==> src/rtl/iul_pkg.sv <==
// Shared types and constants for the interval union length core.
// Depends on nothing; imported by every module of the block.
`default_nettype none

package iul_pkg;

	// Field and datapath widths
	localparam int FIELD_W = 28;
	localparam int SEG_W   = 30;
	localparam int OPND_W  = 31;
	localparam int TOTAL_W = 29;
	localparam int ACC_W   = 30;

	// Saturation ceiling for the reported total
	localparam logic [TOTAL_W-1:0] TOTAL_MAX = '1;

	typedef logic signed [SEG_W-1:0] coord_t;

	// One stored segment: first and last covered point
	typedef struct packed {
		coord_t lo;
		coord_t hi;
	} seg_t;

	// Result of the shared subtract/compare unit
	typedef struct packed {
		logic signed [OPND_W-1:0] diff;
		logic                     neg;
		logic                     zero;
	} alu_res_t;

endpackage

`default_nettype wire

==> src/rtl/iul_alu.sv <==
// Shared subtract/compare unit used by both the insertion and the sweep steps.
// Depends on iul_pkg for operand and result types.
`default_nettype none

module iul_alu
	import iul_pkg::*;
(
	input  wire coord_t op_a,
	input  wire coord_t op_b,
	output alu_res_t    res
);

	logic signed [OPND_W-1:0] diff;

	// Sign-extend by one bit so the difference never wraps
	assign diff = {op_a[SEG_W-1], op_a} - {op_b[SEG_W-1], op_b};

	assign res.diff = diff;
	assign res.neg  = diff[OPND_W-1];
	assign res.zero = (diff == '0);

endmodule

`default_nettype wire

==> config.mk <==
export PLATFORM = sky130hd
export DESIGN_NAME = iul_alu
export DESIGN_NICKNAME = d
export VERILOG_FILES = /design/src/rtl/iul_pkg.sv /design/src/rtl/iul_alu.sv
export SDC_FILE = /design/constraint.sdc
export NUM_CORES = 1
export LEC_CHECK = 0
export BUFFER_PORTS_ARGS = -buffer_cell sky130_fd_sc_hd__buf_2
export CORE_MARGIN = 2
export CORE_UTILIZATION = 48
export DETAILED_ROUTE_END_ITERATION = 12
export PLACE_DENSITY = 0.83
export RECOVER_POWER = 50
export SLEW_MARGIN = 10
export SYNTH_ARGS = -nofsm -noshare
export SYNTH_HDL_FRONTEND = slang
export SYNTH_SLANG_ARGS = --single-unit
==> constraint.sdc <==
create_clock -name vclk -period 10.38
set_clock_uncertainty 0.15 [all_clocks]
set_input_delay 2.076 -clock vclk [all_inputs]
set_output_delay 2.076 -clock vclk [all_outputs]
set_load 0.02 [all_outputs]
==> results of run 1 <==
per-stage QoR:
step                cells  hold slack [ps]  cell area (µm²)
global placement      415             4380             2370
global route          415             4420             2350
finish                415             4390             2350
floorplan             279             4190             1870
detailed placement    415             4380             2370
CTS                   415             4380             2370
final timing paths:
path	endpoint	slack (ps)	depth (start not counted)
worst max-delay path	res[0]	2940	13
worst min-delay path	res[2]	4390	4
worst max-delay path, cell delays in order:
cell       delay, ps
buf_2            100
ha_1             340
a21oi_1          350
nand2_1           80
o21ai_0          370
o21ai_0          280
a221o_1          460
a211oi_1         290
o31a_1           180
and4bb_1         200
nand4bb_1        140
nor4_2           150
buf_2            200
cell type report:
cell class                      count  area [µm²]
Multi-Input combinational cell    234        1690
Fill cell                         381        1370
Timing Repair Buffer               93         449
Inverter                           40         150
Tap cell                           48        60.1
per-layer routing:
metal | track usage | part of all wire | wire length [µm]
met1 | 0.301 | 0.45 | 2370
met2 | 0.409 | 0.47 | 2490
met3 | 0.00681 | 0.071 | 376
met4 | 0.0306 | 0.015 | 78
met5 | 0 | 0 | 0
kinds of logic after synthesis:
kind of cell             after synthesis
adder cells (fa/ha/maj)               31
buffers and inverters                 45
AO/OA/AOI/OAI                         91
XOR/XNOR                              22
AND/OR/NAND/NOR                       90
cell usage after synthesis, types with 5 or more instances:
master    count  area [µm²]
o21bai_1      5        37.5
nand4_1       5        31.3
xnor2_1      14         123
xor2_1        8        70.1
inv_1        40         150
and3_1        5        31.3
nor3_1       10        50.1
a21oi_1      25         125
ha_1         30         375
nand2_1      19        71.3
o21a_1        8        60.1
o21ai_0      13        65.1
nor2_1       23        86.3
a21o_1        9        67.6
cell usage in the layout, fill, tap and decap left out, drive strengths merged, types with 4 or more instances in the layout:
master  count
inv        40
o21a        8
a21o        9
ha         30
or3         4
nor4        5
nor2b       4
o21bai      5
xor2        8
nor3       11
a21oi      25
clkbuf     13
nand4       5
and3        5
nor2       23
xnor2      14
nand2      19
o21ai      16
buf        80
where the power goes:
group | switching (µW) | internal (µW)
clock | 0 | 0
combinational | 120 | 71.8
sequential | 0 | 0
total | 120 | 71.8
==> summary.md, run 1 <==
| Metric | Value |
|---|---|
| Status | `finished clean` |
| Die Span X | `about 66 µm` |
| RSZ-0062 raised after global routing | `false` |
| Post-synthesis mux area share | `0` |
| Hold_sp | `op_b[0]` |
| Final setup viols | `0` |
| WP data arrival | `5220 ps` |
| Post-Syn Area | `1870 µm²` |
| Synth Area in Compound Gates | `0.334` |
| Setup bufs post-CTS | `0` |
| Number of routed nets with antenna violations | `0` |
| CP required | `8150 ps` |
| CP startpoint kind | `input pin` |
| Synth Area in XOR/XNOR | `0.103` |
| Design Power | `191 µW` |
| Post-layout net count | `460` |
| # clk buffers | `0` |
| Die ar. | `about 4400 µm²` |
| Synth unique cells | `between 50 and 60` |
| Initial Utilization | `0.503` |
| Syn Inst Count | `279` |
| Final Util | `0.632` |
| PwrDens | `81.5 nW/µm²` |
| Setup TNS | `0 ps` |
| Pins over their slew limit | `0` |
| Worst Tran Pin Value | `between 500 and 600 ps` |
| Yosys warns | `0` |
| DP Wirelength | `~4.7 mm` |
| Via count | `2355` |
| Port Buf Inserts | `93` |
| Adder-cell area share of the yosys netlist | `0.212` |
| Worst setup path category | `in -> out` |
| Core area | `roughly 3700 µm²` |
| Main combinational cell family by area after synthesis | `compound AO/OA/AOI/OAI gates` |
| Slew margin rel. | `0.665` |
| Largest net degree at the start of global routing | `10` |
| Tot GR Track Use | `0.226` |
| Post-route minimum period | `7440 ps` |
| GRT overflow | `0` |
| RePlAce Congestion | `~0.94` |
| Max Cap Viol | `0` |
| Die height | `between 60 and 70 µm` |
| Syn avg cell area | `around 6.7 µm²` |
| FF+latch count | `0` |
| I/O pin cnt | `93` |
| Final WS setup | `2940 ps` |
| Seq/Total Area, Yosys | `0` |
| Worst-path fanout max | `4` |
| First-pass GRT wire length | `between 8 and 9 mm` |
| Pleak | `between 0.001 and 0.0015 µW` |
| Syn Nets | `370` |
| DRT iter0 DRCs | `around 180` |
| Vias in the first global route | `2006` |
| Routed wire per std cell | `roughly 13 µm` |
| Register area | `0 µm²` |
| Layout cells sized above 1 | `0.240` |
| # resized after CTS | `0` |
| Post-Synth Simple-Gate Area | `0.258` |
| Hold_buf cts | `0` |
| FP Rows | `22` |
| Fmax achieved | `around 130 MHz` |
| Area grow syn2layout | `25.6%` |
| Number of antenna diodes | `0` |
| Final period util | `0.717` |
| Via/cell ratio | `between 5 and 6` |
| Residual DRC count | `0` |
| Peak supply drop | `38.2 µV` |
| Setup crit start | `op_a[6]` |
| DRT Pass-1 Iters | `5` |
| Initial antenna violation count | `0` |
| Placement Setup Slack | `3050 ps` |
| Crit end category | `primary output` |
| Hold Vio Cnt, Final | `0` |
| Hold crit path type | `in -> out` |
| Final WL | `5.31 mm` |
Power figures use the tool's default switching activity.
==> inputs of run 2 (changes only) <==
- CORE_UTILIZATION: 48 -> 44
- PLACE_DENSITY: 0.83 -> 0.8
- clock period: 10.38 -> 6.1 ns (I/O delays scaled with it)
==> summary.md, run 2 (synthesis gave the netlist of run 1 again) <==
| Metric | Value |
|---|---|
| Area grow syn2layout | `25.6% (about the same)` |
| Commonest non-fill, non-tap cells in the layout | `buf_2 (80), inv_1 (40), ha_1 (30), a21oi_1 (25), nor2_1 (23) (unchanged)` |
| Routed wire per std cell | `12.8 µm (about the same)` |
| Fmax achieved | `approximately 170 MHz` |
| Layout cells sized above 1 | `0.240 (unchanged)` |
| PwrDens | `139 nW/µm² (was 81.5 nW/µm²)` |
| Setup TNS | `0 ps (unchanged)` |
| Worst setup path category | `in -> out (unchanged)` |
| Design Power | `326 µW (was 191 µW)` |
| Core area | `4060 µm² (was 3720 µm²)` |
| I/O pin cnt | `93 (unchanged)` |
| Max Cap Viol | `0 (unchanged)` |
| Final WS setup | `337 ps (was 2940 ps)` |
| Initial antenna violation count | `0 (unchanged)` |
| Pleak | `0.00125 µW (about the same)` |
| Tot GR Track Use | `0.213 (was 0.226)` |
| Die Span X | `69.2 µm (was 66.4 µm)` |
| Worst-path fanout max | `5 (was 4)` |
| Number of routed nets with antenna violations | `0 (unchanged)` |
| Residual DRC count | `0 (unchanged)` |
| Hold Path Depth | `4 (unchanged)` |
| Worst Tran Pin Value | `401 ps (was 503 ps)` |
| Slew margin rel. | `0.731 (was 0.665)` |
| Final WL | `5.35 mm (was 5.31 mm)` |
| Via/cell ratio | `5.61 (was 5.67)` |
| Number of antenna diodes | `0 (unchanged)` |
| GRT overflow | `0 (unchanged)` |
| RePlAce Congestion | `0.905 (was 0.942)` |
| # resized after CTS | `0 (unchanged)` |
| First-pass GRT wire length | `9.05 mm (was 8.25 mm)` |
| Pins over their slew limit | `0 (unchanged)` |
| Final setup viols | `0 (unchanged)` |
| WP data arrival | `4390 ps (was 5220 ps)` |
| Setup bufs post-CTS | `0 (unchanged)` |
| Status | `finished clean (unchanged)` |
| Peak supply drop | `48.0 µV (was 38.2 µV)` |
| # fillers | `399 (was 381)` |
| RSZ-0062 raised after global routing | `false (unchanged)` |
| FF+latch count | `0 (unchanged)` |
| Post-route minimum period | `5760 ps` |
| Die height | `69.2 µm (was 66.4 µm)` |
| Cells after DPL | `417 (was 415)` |
| CP startpoint kind | `input pin (unchanged)` |
| Hold crit path type | `in -> out (unchanged)` |
| # clk buffers | `0 (unchanged)` |
| Final std cells w/o fill | `417 (was 415)` |
| Via count | `2340 (was 2355)` |
| Placement Setup Slack | `480 ps (was 3050 ps)` |
| Crit end category | `primary output (unchanged)` |
| Hold_sp | `op_b[0] (unchanged)` |
| CP required | `4730 ps (was 8150 ps)` |
| DP Wirelength | `4.70 mm (was 4.66 mm)` |
| DRT Pass-1 Iters | `5 (unchanged)` |
| Initial Utilization | `0.461 (was 0.503)` |
| Post-layout net count | `460 (unchanged)` |
| Most common cell after layout, fill and taps aside | `buf_2 (unchanged)` |
| Hold Vio Cnt, Final | `0 (unchanged)` |
| Vias in the first global route | `2153 (was 2006)` |
| Die ar. | `4790 µm² (was 4410 µm²)` |
| Register area | `0 µm² (unchanged)` |
| Largest net degree at the start of global routing | `10 (unchanged)` |
| DRT iter0 DRCs | `142 (was 177)` |
| Port Buf Inserts | `93 (unchanged)` |
| Final period util | `0.945` |
| Worst Hold End | `res[2] (unchanged)` |
| Hold_buf cts | `0 (unchanged)` |
| FP Rows | `23 (was 22)` |
run 2: critical path: stages:
cell	delay, ps
buf_2	70
inv_1	30
ha_1	220
fa_1	410
nor2b_1	250
o31a_1	270
nor3_1	100
o41a_1	420
o21bai_1	230
a21boi_0	200
o21ai_0	260
xor2_1	140
nand4bb_1	240
nor4_2	140
buf_2	190
run 2: worst max path at each step:
| stage | start | endpoint | slack, ps | depth (start not counted) |
|---|---|---|---|---|
| 2_1_floorplan | op_a[0] | res[0] | 590 | 13 |
| 3_3_place_gp | op_a[0] | res[0] | 560 | 15 |
| 3_5_place_dp | op_a[0] | res[0] | 480 | 15 |
| 4_1_cts | op_a[0] | res[0] | 480 | 15 |
| 5_1_grt | op_a[0] | res[0] | 160 | 15 |
| 6_report | op_a[0] | res[0] | 340 | 15 |
run 2: where the power goes:
part           internal, µW  switching [µW]  total, µW
Clock                     0               0          0
Sequential                0               0          0
Combinational           122             204        326
run 2: through the flow:
step,util,cell area [µm²],hold slack [ps]
finish,0.579,2350,2690
global route,0.579,2350,2720
CTS,0.585,2370,2680
detailed placement,0.585,2370,2680
global placement,0.585,2370,2660
floorplan,-,1870,2480
run 2: metal layers:
layer  vias to the layer above  track usage  wire length [µm]
met2                        94        0.391              2650
met3                         6       0.0116               324
met5                         -            0                 0
met4                         0       0.0261                53
met1                      1046        0.280              2320
li1                       1194            -                 -
run 2: final cells by class:
cell class         instances  area, µm²  share of cell area
multi-input cells        234       1690               0.718
repair buffers            93        449               0.191
inverters                 40        150              0.0639
well taps                 50       62.6              0.0266
